`src/hdl/parabolic_minimum_search_step_defines.svh`:
```
// ----------------------------------------------------------------------------
// Assertion macros for the parabolic minimum search step
// Concurrent checks, empty when synthesized.
// ----------------------------------------------------------------------------
`ifndef PARABOLIC_MINIMUM_SEARCH_STEP_DEFINES_SVH
`define PARABOLIC_MINIMUM_SEARCH_STEP_DEFINES_SVH
`ifndef SYNTHESIS
`define PMS_ASSERT_NOW(lbl, a, c) \
	lbl: assert property (@(posedge clk) disable iff (!arst_n) (a) |-> (c)) \
		else $error("pms check failed");
`define PMS_ASSERT_NEXT(lbl, a, c) \
	lbl: assert property (@(posedge clk) disable iff (!arst_n) (a) |=> (c)) \
		else $error("pms check failed");
`else
`define PMS_ASSERT_NOW(lbl, a, c)
`define PMS_ASSERT_NEXT(lbl, a, c)
`endif
`endif

```
`src/hdl/pms_pkg.sv`:
```
// ----------------------------------------------------------------------------
// Parabolic minimum search package
// Format, reset and register index constants.
// ----------------------------------------------------------------------------
`timescale 1ns / 1ps
package pms_pkg;
	localparam int VALUE_WIDTH  = 32;
	localparam int FRAC_BITS    = 16;
	localparam longint CENTER_RESET = longint'(1) << FRAC_BITS;
	localparam longint STEP_RESET   = longint'(1) << (FRAC_BITS - 2);
	localparam int USE_FACTOR   = 200;
	localparam int CFG_INDEX_W  = 2;
	localparam logic [CFG_INDEX_W-1:0] REG_START_CENTER = 2'd0;
	localparam logic [CFG_INDEX_W-1:0] REG_START_STEP   = 2'd1;
endpackage

```
`src/hdl/parabolic_minimum_search_step.sv`:
```
// ----------------------------------------------------------------------------
// Parabolic minimum search step
// Fits a parabola through three error samples, moves the center to its
// minimum (or by at most one step when the vertex is not interpolated),
// rescales the step and issues the next three trial points. The
// interpolated vertex takes two passes of the shared bit-serial
// multiply-divide unit; the other cases skip it. The next item is taken
// the cycle after the result loads, later while a held result blocks the
// output register.
// Reset: async, active low; center 1.0 and step 0.25, no result pending.
// ----------------------------------------------------------------------------
`timescale 1ns / 1ps
`include "parabolic_minimum_search_step_defines.svh"
module parabolic_minimum_search_step #(
	parameter int VW = pms_pkg::VALUE_WIDTH
) (
	input  logic                           clk,
	input  logic                           arst_n,
	input  logic                           cfg_valid,
	output logic                           cfg_ready,
	input  logic [pms_pkg::CFG_INDEX_W-1:0] cfg_index,
	input  logic [VW-1:0]                  cfg_data,
	input  logic                           s_axis_tvalid,
	output logic                           s_axis_tready,
	// err_below, err_middle, err_above
	input  logic [((3*VW+7)/8)*8-1:0]      s_axis_tdata,
	output logic                           m_axis_tvalid,
	input  logic                           m_axis_tready,
	// best_value, best_location, trial_low, trial_mid, trial_high
	output logic [((5*VW+7)/8)*8-1:0]      m_axis_tdata,
	// inside_bracket, step_still_useful
	output logic [1:0]                     m_axis_tuser
);
	import pms_pkg::*;

	localparam int RW = VW + 6;
	localparam int CW = $clog2(VW + 2);
	localparam int IW = ((3*VW+7)/8)*8;
	localparam int OW = ((5*VW+7)/8)*8;
	localparam int PW = VW + 7;

	typedef enum logic [8:0] {
		S_IDLE  = 9'b000000001,
		S_PREP  = 9'b000000010,
		S_CLASS = 9'b000000100,
		S_DIV   = 9'b000001000,
		S_FIN   = 9'b000010000,
		S_TRIAL = 9'b000100000,
		S_SHIFT = 9'b001000000,
		S_USE   = 9'b010000000,
		S_DONE  = 9'b100000000
	} state_t;

	typedef enum logic [1:0] {
		K_NEG   = 2'd0,
		K_ZERO  = 2'd1,
		K_CLAMP = 2'd2,
		K_DIV   = 2'd3
	} kind_t;

	function automatic logic signed [VW-1:0] sat(input logic signed [VW+1:0] v);
		logic signed [VW-1:0] r;
		if (v[VW+1:VW-1] == 3'b000 || v[VW+1:VW-1] == 3'b111)
			r = v[VW-1:0];
		else if (v[VW+1])
			r = {1'b1, {(VW-1){1'b0}}};
		else
			r = {1'b0, {(VW-1){1'b1}}};
		return r;
	endfunction

	state_t               state_q;
	kind_t                kind_q;
	logic signed [VW-1:0] e0_q, e1_q, e2_q;
	logic signed [VW:0]   num_q;
	logic signed [VW+1:0] den_q;
	logic signed [VW-1:0] center_q;
	logic [VW-2:0]        step_q;
	logic [VW:0]          a_q, n_q, q_q, m_q, drop_q;
	logic [RW-1:0]        d_q, r_q;
	logic [CW-1:0]        cnt_q;
	logic                 pass_q;
	logic signed [VW-1:0] val_q, loc_q, low_q, mid_q, high_q;
	logic                 inside_q, useful_q;
	logic                 m_valid_q;
	logic [OW-1:0]        m_data_q;
	logic [1:0]           m_user_q;

	logic [VW:0]          an;
	logic [RW-1:0]        den2, den8, t;
	logic [RW:0]          d2;
	logic [VW:0]          q_next;
	logic [RW-1:0]        r_next;
	kind_t                kind_d;
	logic signed [VW+1:0] shift;
	logic signed [VW-1:0] val_d;
	logic                 inside_d;
	logic                 sel_lo, sel_hi;
	logic [PW-1:0]        prod;
	logic [VW-1:0]        abs_c;
	logic                 load_out;

	assign cfg_ready     = 1'b1;
	assign s_axis_tready = (state_q == S_IDLE);
	assign m_axis_tvalid = m_valid_q;
	assign m_axis_tdata  = m_data_q;
	assign m_axis_tuser  = m_user_q;
	assign load_out      = (state_q == S_DONE) && (!m_valid_q || m_axis_tready);

	assign an   = num_q[VW] ? (VW+1)'(0) - num_q : num_q;
	assign den2 = RW'(den_q) << 1;
	assign den8 = RW'(den_q) << 3;

	always_comb begin
		if (den_q[VW+1])
			kind_d = K_NEG;
		else if (step_q == '0 || num_q == '0)
			kind_d = K_ZERO;
		else if (den_q == '0 || RW'(an) > den2)
			kind_d = K_CLAMP;
		else
			kind_d = K_DIV;
	end

	assign t      = {r_q[RW-2:0], 1'b0} + (a_q[VW] ? RW'(n_q) : RW'(0));
	assign d2     = {d_q, 1'b0};
	always_comb begin
		if ({1'b0, t} >= d2) begin
			r_next = t - d2[RW-1:0];
			q_next = {q_q[VW-1:0], 1'b0} + (VW+1)'(2);
		end else if (t >= d_q) begin
			r_next = t - d_q;
			q_next = {q_q[VW-1:0], 1'b0} + (VW+1)'(1);
		end else begin
			r_next = t;
			q_next = {q_q[VW-1:0], 1'b0};
		end
	end

	always_comb begin
		sel_lo = 1'b0;
		sel_hi = 1'b0;
		shift  = '0;
		val_d  = e1_q;
		inside_d = 1'b1;
		case (kind_q)
			K_NEG: begin
				inside_d = 1'b0;
				if (e2_q < e0_q && e2_q < e1_q)
					sel_hi = 1'b1;
				else if (!(e1_q < e0_q))
					sel_lo = 1'b1;
				if (sel_hi) begin
					shift = (VW+2)'(step_q);
					val_d = e2_q;
				end else if (sel_lo) begin
					shift = -(VW+2)'(step_q);
					val_d = e0_q;
				end
			end
			K_CLAMP: begin
				inside_d = 1'b0;
				if (num_q[VW]) begin
					shift = -(VW+2)'(step_q);
					val_d = e0_q;
				end else begin
					shift = (VW+2)'(step_q);
					val_d = e2_q;
				end
			end
			K_DIV: begin
				shift = num_q[VW] ? -(VW+2)'(m_q) : (VW+2)'(m_q);
				val_d = sat((VW+2)'(e1_q) - (VW+2)'(drop_q));
			end
			default: begin
				shift = '0;
			end
		endcase
	end

	assign prod  = PW'(step_q) * PW'(USE_FACTOR);
	assign abs_c = center_q[VW-1] ? VW'(0) - VW'(center_q) : VW'(center_q);

	always_ff @(posedge clk or negedge arst_n) begin
		if (!arst_n) begin
			state_q   <= S_IDLE;
			center_q  <= VW'(CENTER_RESET);
			step_q    <= (VW-1)'(STEP_RESET);
			m_valid_q <= 1'b0;
		end else begin
			if (m_valid_q && m_axis_tready)
				m_valid_q <= 1'b0;
			case (state_q)
				S_IDLE: begin
					if (s_axis_tvalid)
						state_q <= S_PREP;
				end
				S_PREP:  state_q <= S_CLASS;
				S_CLASS: state_q <= (kind_d == K_DIV) ? S_DIV : S_FIN;
				S_DIV: begin
					if (cnt_q == '0 && pass_q)
						state_q <= S_FIN;
				end
				S_FIN: begin
					state_q  <= S_TRIAL;
					center_q <= sat((VW+2)'(center_q) + shift);
					if (inside_d)
						step_q <= step_q >> 1;
					else if (step_q[VW-2])
						step_q <= '1;
					else
						step_q <= {step_q[VW-3:0], 1'b0};
				end
				S_TRIAL: state_q <= S_SHIFT;
				S_SHIFT: begin
					state_q <= S_USE;
					if (low_q[VW-1])
						center_q <= sat((VW+2)'(mid_q) - (VW+2)'(low_q));
				end
				S_USE: state_q <= S_DONE;
				S_DONE: begin
					if (load_out) begin
						state_q   <= S_IDLE;
						m_valid_q <= 1'b1;
					end
				end
				default: state_q <= S_IDLE;
			endcase
			if (cfg_valid) begin
				if (cfg_index == REG_START_CENTER)
					center_q <= cfg_data;
				else if (cfg_index == REG_START_STEP)
					step_q <= cfg_data[VW-2:0];
			end
		end
	end

	always_ff @(posedge clk) begin
		case (state_q)
			S_IDLE: begin
				e0_q <= s_axis_tdata[VW-1:0];
				e1_q <= s_axis_tdata[2*VW-1:VW];
				e2_q <= s_axis_tdata[3*VW-1:2*VW];
			end
			S_PREP: begin
				num_q <= (VW+1)'(e0_q) - (VW+1)'(e2_q);
				den_q <= (VW+2)'(e0_q) - ((VW+2)'(e1_q) <<< 1) + (VW+2)'(e2_q);
			end
			S_CLASS: begin
				kind_q <= kind_d;
				a_q    <= (VW+1)'(step_q);
				n_q    <= an;
				d_q    <= den2;
				r_q    <= '0;
				q_q    <= '0;
				cnt_q  <= CW'(VW);
				pass_q <= 1'b0;
			end
			S_DIV: begin
				if (cnt_q == '0) begin
					if (pass_q)
						drop_q <= q_next;
					else
						m_q <= q_next;
					a_q    <= n_q;
					d_q    <= den8;
					r_q    <= '0;
					q_q    <= '0;
					cnt_q  <= CW'(VW);
					pass_q <= 1'b1;
				end else begin
					a_q   <= {a_q[VW-1:0], 1'b0};
					r_q   <= r_next;
					q_q   <= q_next;
					cnt_q <= cnt_q - CW'(1);
				end
			end
			S_FIN: begin
				val_q    <= val_d;
				loc_q    <= sat((VW+2)'(center_q) + shift);
				inside_q <= inside_d;
			end
			S_TRIAL: begin
				low_q  <= sat((VW+2)'(center_q) - (VW+2)'(step_q));
				mid_q  <= center_q;
				high_q <= sat((VW+2)'(center_q) + (VW+2)'(step_q));
			end
			S_SHIFT: begin
				if (low_q[VW-1]) begin
					mid_q  <= sat((VW+2)'(mid_q) - (VW+2)'(low_q));
					high_q <= sat((VW+2)'(high_q) - (VW+2)'(low_q));
					low_q  <= '0;
				end
			end
			S_USE: begin
				useful_q <= prod > PW'(abs_c);
			end
			S_DONE: begin
				if (load_out) begin
					m_data_q <= OW'({high_q, mid_q, low_q, loc_q, val_q});
					m_user_q <= {useful_q, inside_q};
				end
			end
			default: begin
				val_q <= val_q;
			end
		endcase
	end

	`PMS_ASSERT_NOW(a_busy_not_ready, state_q != S_IDLE, !s_axis_tready)
	`PMS_ASSERT_NEXT(a_div_to_fin, state_q == S_DIV && cnt_q == '0 && pass_q, state_q == S_FIN)
	`PMS_ASSERT_NEXT(a_load_shows, load_out, m_axis_tvalid && state_q == S_IDLE)
endmodule
```
`config.mk`:
```
export PLATFORM = sky130hd
export DESIGN_NAME = parabolic_minimum_search_step
export DESIGN_NICKNAME = d
export VERILOG_FILES = /design/src/hdl/pms_pkg.sv /design/src/hdl/parabolic_minimum_search_step.sv
export VERILOG_INCLUDE_DIRS = /design/src /design/src/hdl
export SDC_FILE = /design/constraint.sdc
export NUM_CORES = 2
export LEC_CHECK = 0
export ABC_AREA = 1
export ABC_CLOCK_PERIOD_IN_PS = 8600
export BUFFER_PORTS_ARGS = -buffer_cell sky130_fd_sc_hd__buf_2
export CORE_MARGIN = 2
export CORE_UTILIZATION = 35
export CTS_CLUSTER_DIAMETER = 60
export CTS_CLUSTER_SIZE = 16
export DETAILED_ROUTE_END_ITERATION = 10
export PLACE_DENSITY = 0.64
export SETUP_SLACK_MARGIN = 0.05
export SYNTH_ARGS = -nofsm -noshare
export SYNTH_HDL_FRONTEND = slang
export SYNTH_SLANG_ARGS = --single-unit
```
`constraint.sdc`:
```
create_clock -name clk -period 8.6 [get_ports clk]
set_input_delay 0.86 -clock clk [delete_from_list [all_inputs] [get_ports clk]]
set_output_delay 0.86 -clock clk [all_outputs]
set_load 0.01 [all_outputs]
```
# After elaboration in Yosys (flattened, before gate mapping)
# Cells that the tools add are included.
# Widths: inputs -> output; s select.
[totals] regBits=808 latch_bits=0 ramBits=0 rom_bits=0 input_bits=135 out_inout_bits=165 wordCells=189 mem_count=0
[op_classes] addsub=19 n_mul=1 div=0 order_cmp=7 n_eq_ne=24 shift=0 n_mux=73 n_bitwise=1 reduce_logical=35
[op_table] op="$mux 32" n=22
[op_table] op="$pmux 32 s2" n=5
[op_table] op="$mux 31" n=7
[op_table] op="$mux 33" n=5
[op_table] op="$mux 34" n=4
[op_table] op="$sub 32x32->33" n=4
[op_table] op="$mux 37" n=3
[op_table] op="$pmux 34 s3" n=1
[op_table] op="$lt 32x32->1" n=3
[op_table] op="$pmux 32 s3" n=1
[op_table] op="$pmux 9 s9" n=1
[op_table] op="$pmux 38 s2" n=1
[op_table] op="$pmux 37 s2" n=1
[op_table] op="$sub 37x37->37" n=2
[op_table] op="$pmux 33 s2" n=1
[op_table] op="$ge 38x39->1" n=1
[op_table] op="$gt 39x32->1" n=1
[op_table] op="$add 38x33->38" n=1
[op_table] op="$ge 38x38->1" n=1
[op_table] op="$gt 33x38->1" n=1
[op_table] op="$mux 38" n=1
[op_table] op="$mul 31x5->36 const B" n=1
[op_table] op="$add 32x34->34" n=1
[op_table] op="$add 34x32->34" n=1
[op_table] op="44 further kinds" n=90

# Depth between registers and ports, before layout
[depth] word_depth=14 ltp_mapped=44 depth_no_buf=43

# Worst setup path before layout
# Ideal clock, no wire load.
[synth_path] kind="flip-flop to flip-flop" startpoint="reg state_q[7]" endpoint="reg state_q[8]" setup_ns=0.065 t_arrival_ns=8.824 required_time_ns=8.535 path_slack_ns=-0.289 path_stages_with_launch=10 n_path_buf=0 period_less_slack_ns=8.889 cell_sequence="dfrtp_1 -> nor2_1 -> nand2_1 -> nor3_1 -> inv_1 -> nor3_1 -> inv_1 -> or2_2 -> o211ai_1 -> o211a_1"
[synth_between] elab_cells_between_ends=15 cone_classes="eq/ne (12); mux (1); reduce/logical (2)"
[synth_rtl] element="from (decl)" line="parabolic_minimum_search_step.sv:72" rtl="state_t state_q;"
[synth_rtl] element="from (signal assigned)" line="parabolic_minimum_search_step.sv:199" rtl="S_CLASS: state_q <= (kind_d == K_DIV) ? S_DIV : S_FIN;"
[synth_rtl] element="$eq 9x1->1 *"
[synth_rtl] element="via s_axis_tready" line="parabolic_minimum_search_step.sv:24" rtl="output logic s_axis_tready,"
[synth_rtl] element="$ne 2x2->1 (no source line)"
[synth_rtl] element="$reduce_and 3->1 (no source line)"
# The timed path passes the listed nets; every way through them passes the cells marked *.
# A chain may end at the register's enable or synchronous reset.

# Final worst setup path
[layout_path] startpoint="reg a_q[32]" endpoint="reg r_q[35], data pin"
[layout_between] elab_chain_cells=7 elab_cells_between_ends=10 cone_classes="add/sub (3); order compare (2); mux (5)"
[layout_lines] element="from (decl)" line="parabolic_minimum_search_step.sv:79" rtl="logic [VW:0] a_q, n_q, q_q, m_q, drop_q;"
[layout_lines] element="from (signal assigned)" line="parabolic_minimum_search_step.sv:251" rtl="a_q <= (VW+1)'(step_q);"
[layout_lines] element="from (signal assigned)" line="parabolic_minimum_search_step.sv:265" rtl="a_q <= n_q;"
[layout_lines] element="from (signal assigned)" line="parabolic_minimum_search_step.sv:272" rtl="a_q <= {a_q[VW-1:0], 1'b0};"
[layout_lines] element="$mux 33 *" line="parabolic_minimum_search_step.sv:125" rtl="assign t = {r_q[RW-2:0], 1'b0} + (a_q[VW] ? RW'(n_q) : RW'(0));"
[layout_lines] element="$add 38x33->38 *" line="parabolic_minimum_search_step.sv:125"
[layout_lines] element="$sub 37x37->37 / $ge 38x38->1 (equally long branches)" line="parabolic_minimum_search_step.sv:132, parabolic_minimum_search_step.sv:131"
[layout_lines] element="$mux 37" line="parabolic_minimum_search_step.sv:131" rtl="end else if (t >= d_q) begin"
[layout_lines] element="$mux 37 *" line="parabolic_minimum_search_step.sv:128" rtl="if ({1'b0, t} >= d2) begin"
[layout_lines] element="$mux 37 *" line="parabolic_minimum_search_step.sv:260" rtl="if (cnt_q == '0) begin"
[layout_lines] element="$pmux 37 s2 *" line="parabolic_minimum_search_step.sv:239" rtl="case (state_q)"
[layout_lines] element="to (signal assigned)" line="parabolic_minimum_search_step.sv:273" rtl="r_q <= r_next;"
[layout_lines] element="to (decl)" line="parabolic_minimum_search_step.sv:80" rtl="logic [RW-1:0] d_q, r_q;"
# Mark *: on every way between the ends. The rest lies on a longest branch, timed or not.

==> impl_metrics.csv <==
group,metric,value,unit
critical_path,arrival,8.12,ns
sta,final.setup_skew,0.0459,ns
clock_tree,clock-sinks,805,
clock_tree,cts_setup_buffers,0,
floorplanning,initial_utilization,0.352,
placed_design,gp_congestion,1.03,
floorplanning,die_w,431,um
sta,finalHoldViolCount,0,
cells_and_area,syn_to_final_growth,11.4,%
floorplanning,core.rowCount,156,
cells_and_area,seqCellArea,23800,um^2
placed_design,port-buffer-count,298,
placed_design,place_inst,10300,
cells_and_area,num-nets-final,8845,
clock_tree,htreeDepth,3,
yosys,ys_ff_latch,805,
drt,route.met3.wl,18.3,mm
critical_path,cp_max_fo,33,
sta,rsz0062_at_grt,"false",
drt,wl_per_cell,24.0,um
sta,layout_setup_ws,1.11,ns
yosys,netlist_instances,7763,
sta,fin_crit,7.49,ns
critical_path,crit_path_end_kind,"flop",
clock_tree,cts_buffers,89,
yosys,syn-cell-area,63800,um^2
clock_tree,clkTransAtPathRegs,0.07,ns
sta,finalSetupViolCount,0,
placed_design,hpwlAfterDp,202,mm
sta,tns,0,ns
global_routing,grt_max_degree,115,
critical_path,regToRegSetupSlack,1.11,ns
drt,drc_errors,0,
critical_path,start_kind,"flop",
sta,holdWs,0.297,ns
drt,dr_total_vias,57500,
yosys,seq_area_frac_synth,0.373,
cells_and_area,finish.utilization,0.392,
yosys,synthFlopType,"edfxtp_1",
yosys,async_flop_share,0.0907,
critical_path,path_class,"reg -> reg",
drt,top_layer_used,"met5",
floorplanning,die_h,431,um
yosys,syn_avg_cell_area,8.21,um^2
yosys,synth_cell_types,76,
drt,routed_wirelength,251,mm
pwr,p_leak,31.7,nW
cells_and_area,drive_above_1_share,0.0872,
cells_and_area,multiInputGateArea,34700,um^2
critical_path,required,9.23,ns
clock_tree,cts_root_buffer,"clkbuf_16",
pwr,p_per_area,469,nW/um^2
yosys,syn-num-nets,8587,
drt,drtIter0Drc,5537,
global_routing,grt_pass1_vias,55400,
yosys,synth_edf_count,732,
floorplanning,dieArea,186000,um^2
pwr,power.total,33.3,mW
sta,finalMaxSlewViolations,0,
global_routing,grt_util_all_layers,0.263,
drt,wl_met2,114,mm
floorplanning,design.core.area,181000,um^2
drt,m1WireLength,103,mm
placed_design,dpl-instance-area,68000,um^2
cells_and_area,fillers,18300,
global_routing,grt_pass1_wl,365,mm
cells_and_area,final_cell_area,71000,um^2
drt,drt_pass1_iterations,6,
drt,viasPerCell,5.50,
placed_design,post-place-ws,1.33,ns
status,status,"complete, no violations",
yosys,ys_warn_count,0,
clock_tree,tritoncts,"built",
pwr,ir_worst_vdd,0.301,mV
drt,postRouteAntennaNets,0,
sta,max_freq,0.133,GHz
clock_tree,worstSkewPairLatency,0.76,ns
sta,finalCritPeriodShare,0.871,
min_path,hp-class,"in -> reg",
sta,max-slew-margin-rel,0.106,
job,cap_viol_max_count,0,
sta,tightestPinTransition,1.34,ns
cells_and_area,fin_cells,10500,
global_routing,antenna_found_initial,11,
floorplanning,ios,300,
clock_tree,clk_path_buf_depth,3,
global_routing,grt.overflow.total,0,
-- layout by cell type, fill, tap and decap left out, types with 15 or more instances in the layout --
cell type | Yosys | layout
nand2_1 | 1420 | 1419
inv_1 | 1132 | 1129
a21oi_1 | 735 | 734
edfxtp_1 | 732 | 732
ha_1 | 621 | 621
nor2_1 | 564 | 556
o21ai_0 | 530 | 530
xor2_1 | 333 | 333
buf_2 | 57 | 297
nand3_1 | 277 | 276
xnor2_1 | 138 | 138
o21ai_1 | 100 | 99
nor3_1 | 100 | 98
clkbuf_16 | 0 | 91
o211ai_1 | 80 | 80
buf_4 | 10 | 78
nand4_1 | 74 | 74
dfrtp_1 | 70 | 70
fa_1 | 68 | 68
o22ai_1 | 58 | 58
nor4_1 | 46 | 46
a31oi_1 | 46 | 46
nand2_2 | 40 | 40
a21o_1 | 34 | 34
o21bai_1 | 33 | 33
o21a_1 | 32 | 32
o221ai_1 | 29 | 29
inv_2 | 23 | 27
a21boi_1 | 19 | 19
or2_2 | 17 | 17
a211oi_1 | 15 | 15
-- final cells by class --
class                      instances  share of cell area
antenna                            4            0.000141
clock buffer                      98              0.0326
tap                             2370              0.0418
timing repair buffer             378              0.0299
sequential                       805               0.335
multi-input combinational       5583               0.489
inverter                        1164              0.0615
clock inverter                    60              0.0101
-- state kept, by name, indices dropped and copies added, names as in the netlist, 31 cells and up --
register,flops
val_q,32
center_q,32
den_q,33
drop_q,33
mid_q,32
e2_q,32
a_q,33
m_q,33
e0_q,32
n_q,33
d_q,36
e1_q,32
q_q,32
r_q,37
num_q,33
loc_q,32
m_axis_tdata,160
low_q,32
step_q,31
high_q,32
-- critical path, cell delays in order, from the launching register on --
cell	delay [ns]
edfxtp_1	1.01
nand2_1	0.10
inv_1	0.11
ha_1	0.29
a21oi_1	0.21
o21ai_1	0.08
a21oi_1	0.23
o21ai_1	0.20
a21boi_1	0.46
o21ai_1	0.21
a21oi_1	0.49
o21ai_1	0.23
nand4_1	0.17
xor2_1	0.21
inv_1	0.07
ha_1	0.40
nand2_1	0.13
nor2_1	0.16
nand2_1	0.09
nor3_1	0.28
nand3_1	0.12
nand3_1	0.12
inv_1	0.18
nor2_2	1.07
nand2_1	0.34
inv_1	0.24
nand2_1	0.07
nand2_1	0.06
-- power breakdown --
group          switching, mW  leakage [nW]  internal, mW
Clock                   1.86          1.45          2.17
Combinational           15.0          22.8          7.54
Sequential             0.884          7.44          5.82
Total                   17.7          31.7          15.5
-- path summary, 6_finish.rpt --
kind / from / endpoint / cells past startpoint
worst min register to register: loc_q[31]$_DFFE_PN_ / m_axis_tdata[63]$_DFFE_PP_ / 0
min in group asynchronous: arst_n / center_q[26]$_DFF_PN0_ / 2
worst max register to register: a_q[32]$_SDFFCE_PN0P_ / r_q[35]$_SDFFCE_PP0P_ / 27
worst max-delay path: a_q[32]$_SDFFCE_PN0P_ / r_q[35]$_SDFFCE_PP0P_ / 27
worst min-delay path: s_axis_tdata[78] / e2_q[14]$_DFFE_PP_ / 1
max in group asynchronous: arst_n / step_q[15]$_DFF_PN0_ / 3
-- cells in the mapped netlist, types with 7 or more instances --
| cell type | count | area, um^2 |
|---|---|---|
| a211oi_1 | 15 | 113 |
| a21boi_0 | 11 | 82.6 |
| a21boi_1 | 19 | 143 |
| a21o_1 | 34 | 255 |
| a21oi_1 | 735 | 3680 |
| a21oi_2 | 8 | 70.1 |
| a221oi_1 | 14 | 123 |
| a22oi_1 | 9 | 67.6 |
| a31o_2 | 8 | 70.1 |
| a31oi_1 | 46 | 288 |
| buf_1 | 11 | 41.3 |
| buf_2 | 57 | 285 |
| buf_4 | 10 | 75.1 |
| clkbuf_1 | 126 | 473 |
| clkinv_1 | 9 | 33.8 |
| dfrtp_1 | 70 | 1750 |
| edfxtp_1 | 732 | 22000 |
| fa_1 | 68 | 1360 |
| ha_1 | 621 | 7770 |
| inv_1 | 1132 | 4250 |
| inv_2 | 23 | 86.3 |
| nand2_1 | 1420 | 5330 |
| nand2_2 | 40 | 250 |
| nand2_4 | 10 | 113 |
| nand3_1 | 277 | 1390 |
| nand3_2 | 9 | 90.1 |
| nand3b_1 | 10 | 75.1 |
| nand4_1 | 74 | 463 |
| nor2_1 | 564 | 2120 |
| nor3_1 | 100 | 500 |
| nor4_1 | 46 | 288 |
| o2111ai_1 | 11 | 96.3 |
| o211ai_1 | 80 | 601 |
| o21a_1 | 32 | 240 |
| o21ai_0 | 530 | 2650 |
| o21ai_1 | 100 | 500 |
| o21ai_2 | 8 | 70.1 |
| o21bai_1 | 33 | 248 |
| o221ai_1 | 29 | 254 |
| o22ai_1 | 58 | 363 |
| o311ai_0 | 7 | 61.3 |
| or2_2 | 17 | 106 |
| xnor2_1 | 138 | 1210 |
| xor2_1 | 333 | 2920 |
-- kinds of logic after synthesis --
kind of cell    after synthesis  share of synthesized area
simple gates               2602                      0.173
compound gates             1818                      0.161
buf+inv                    1375                     0.0837
flops                       805                      0.373
fa+ha+maj                   689                      0.143
xor+xnor                    472                     0.0650
other cells                   1                  0.0000588
mux                           1                   0.000157
-- routing by layer --
layer | GRT usage | up-vias
met4 | 0.143 | 10
met2 | 0.427 | 2561
li1 | - | 26900
met3 | 0.0379 | 573
met5 | 0 | -
met1 | 0.338 | 27500
-- repair_timing --
action                    4_1_cts  5_1_grt
hold endpoints to repair       18        0
hold buffers                    1        0
gates resized for setup         0        0
Note: power is estimated with default switching activity, not from simulation.
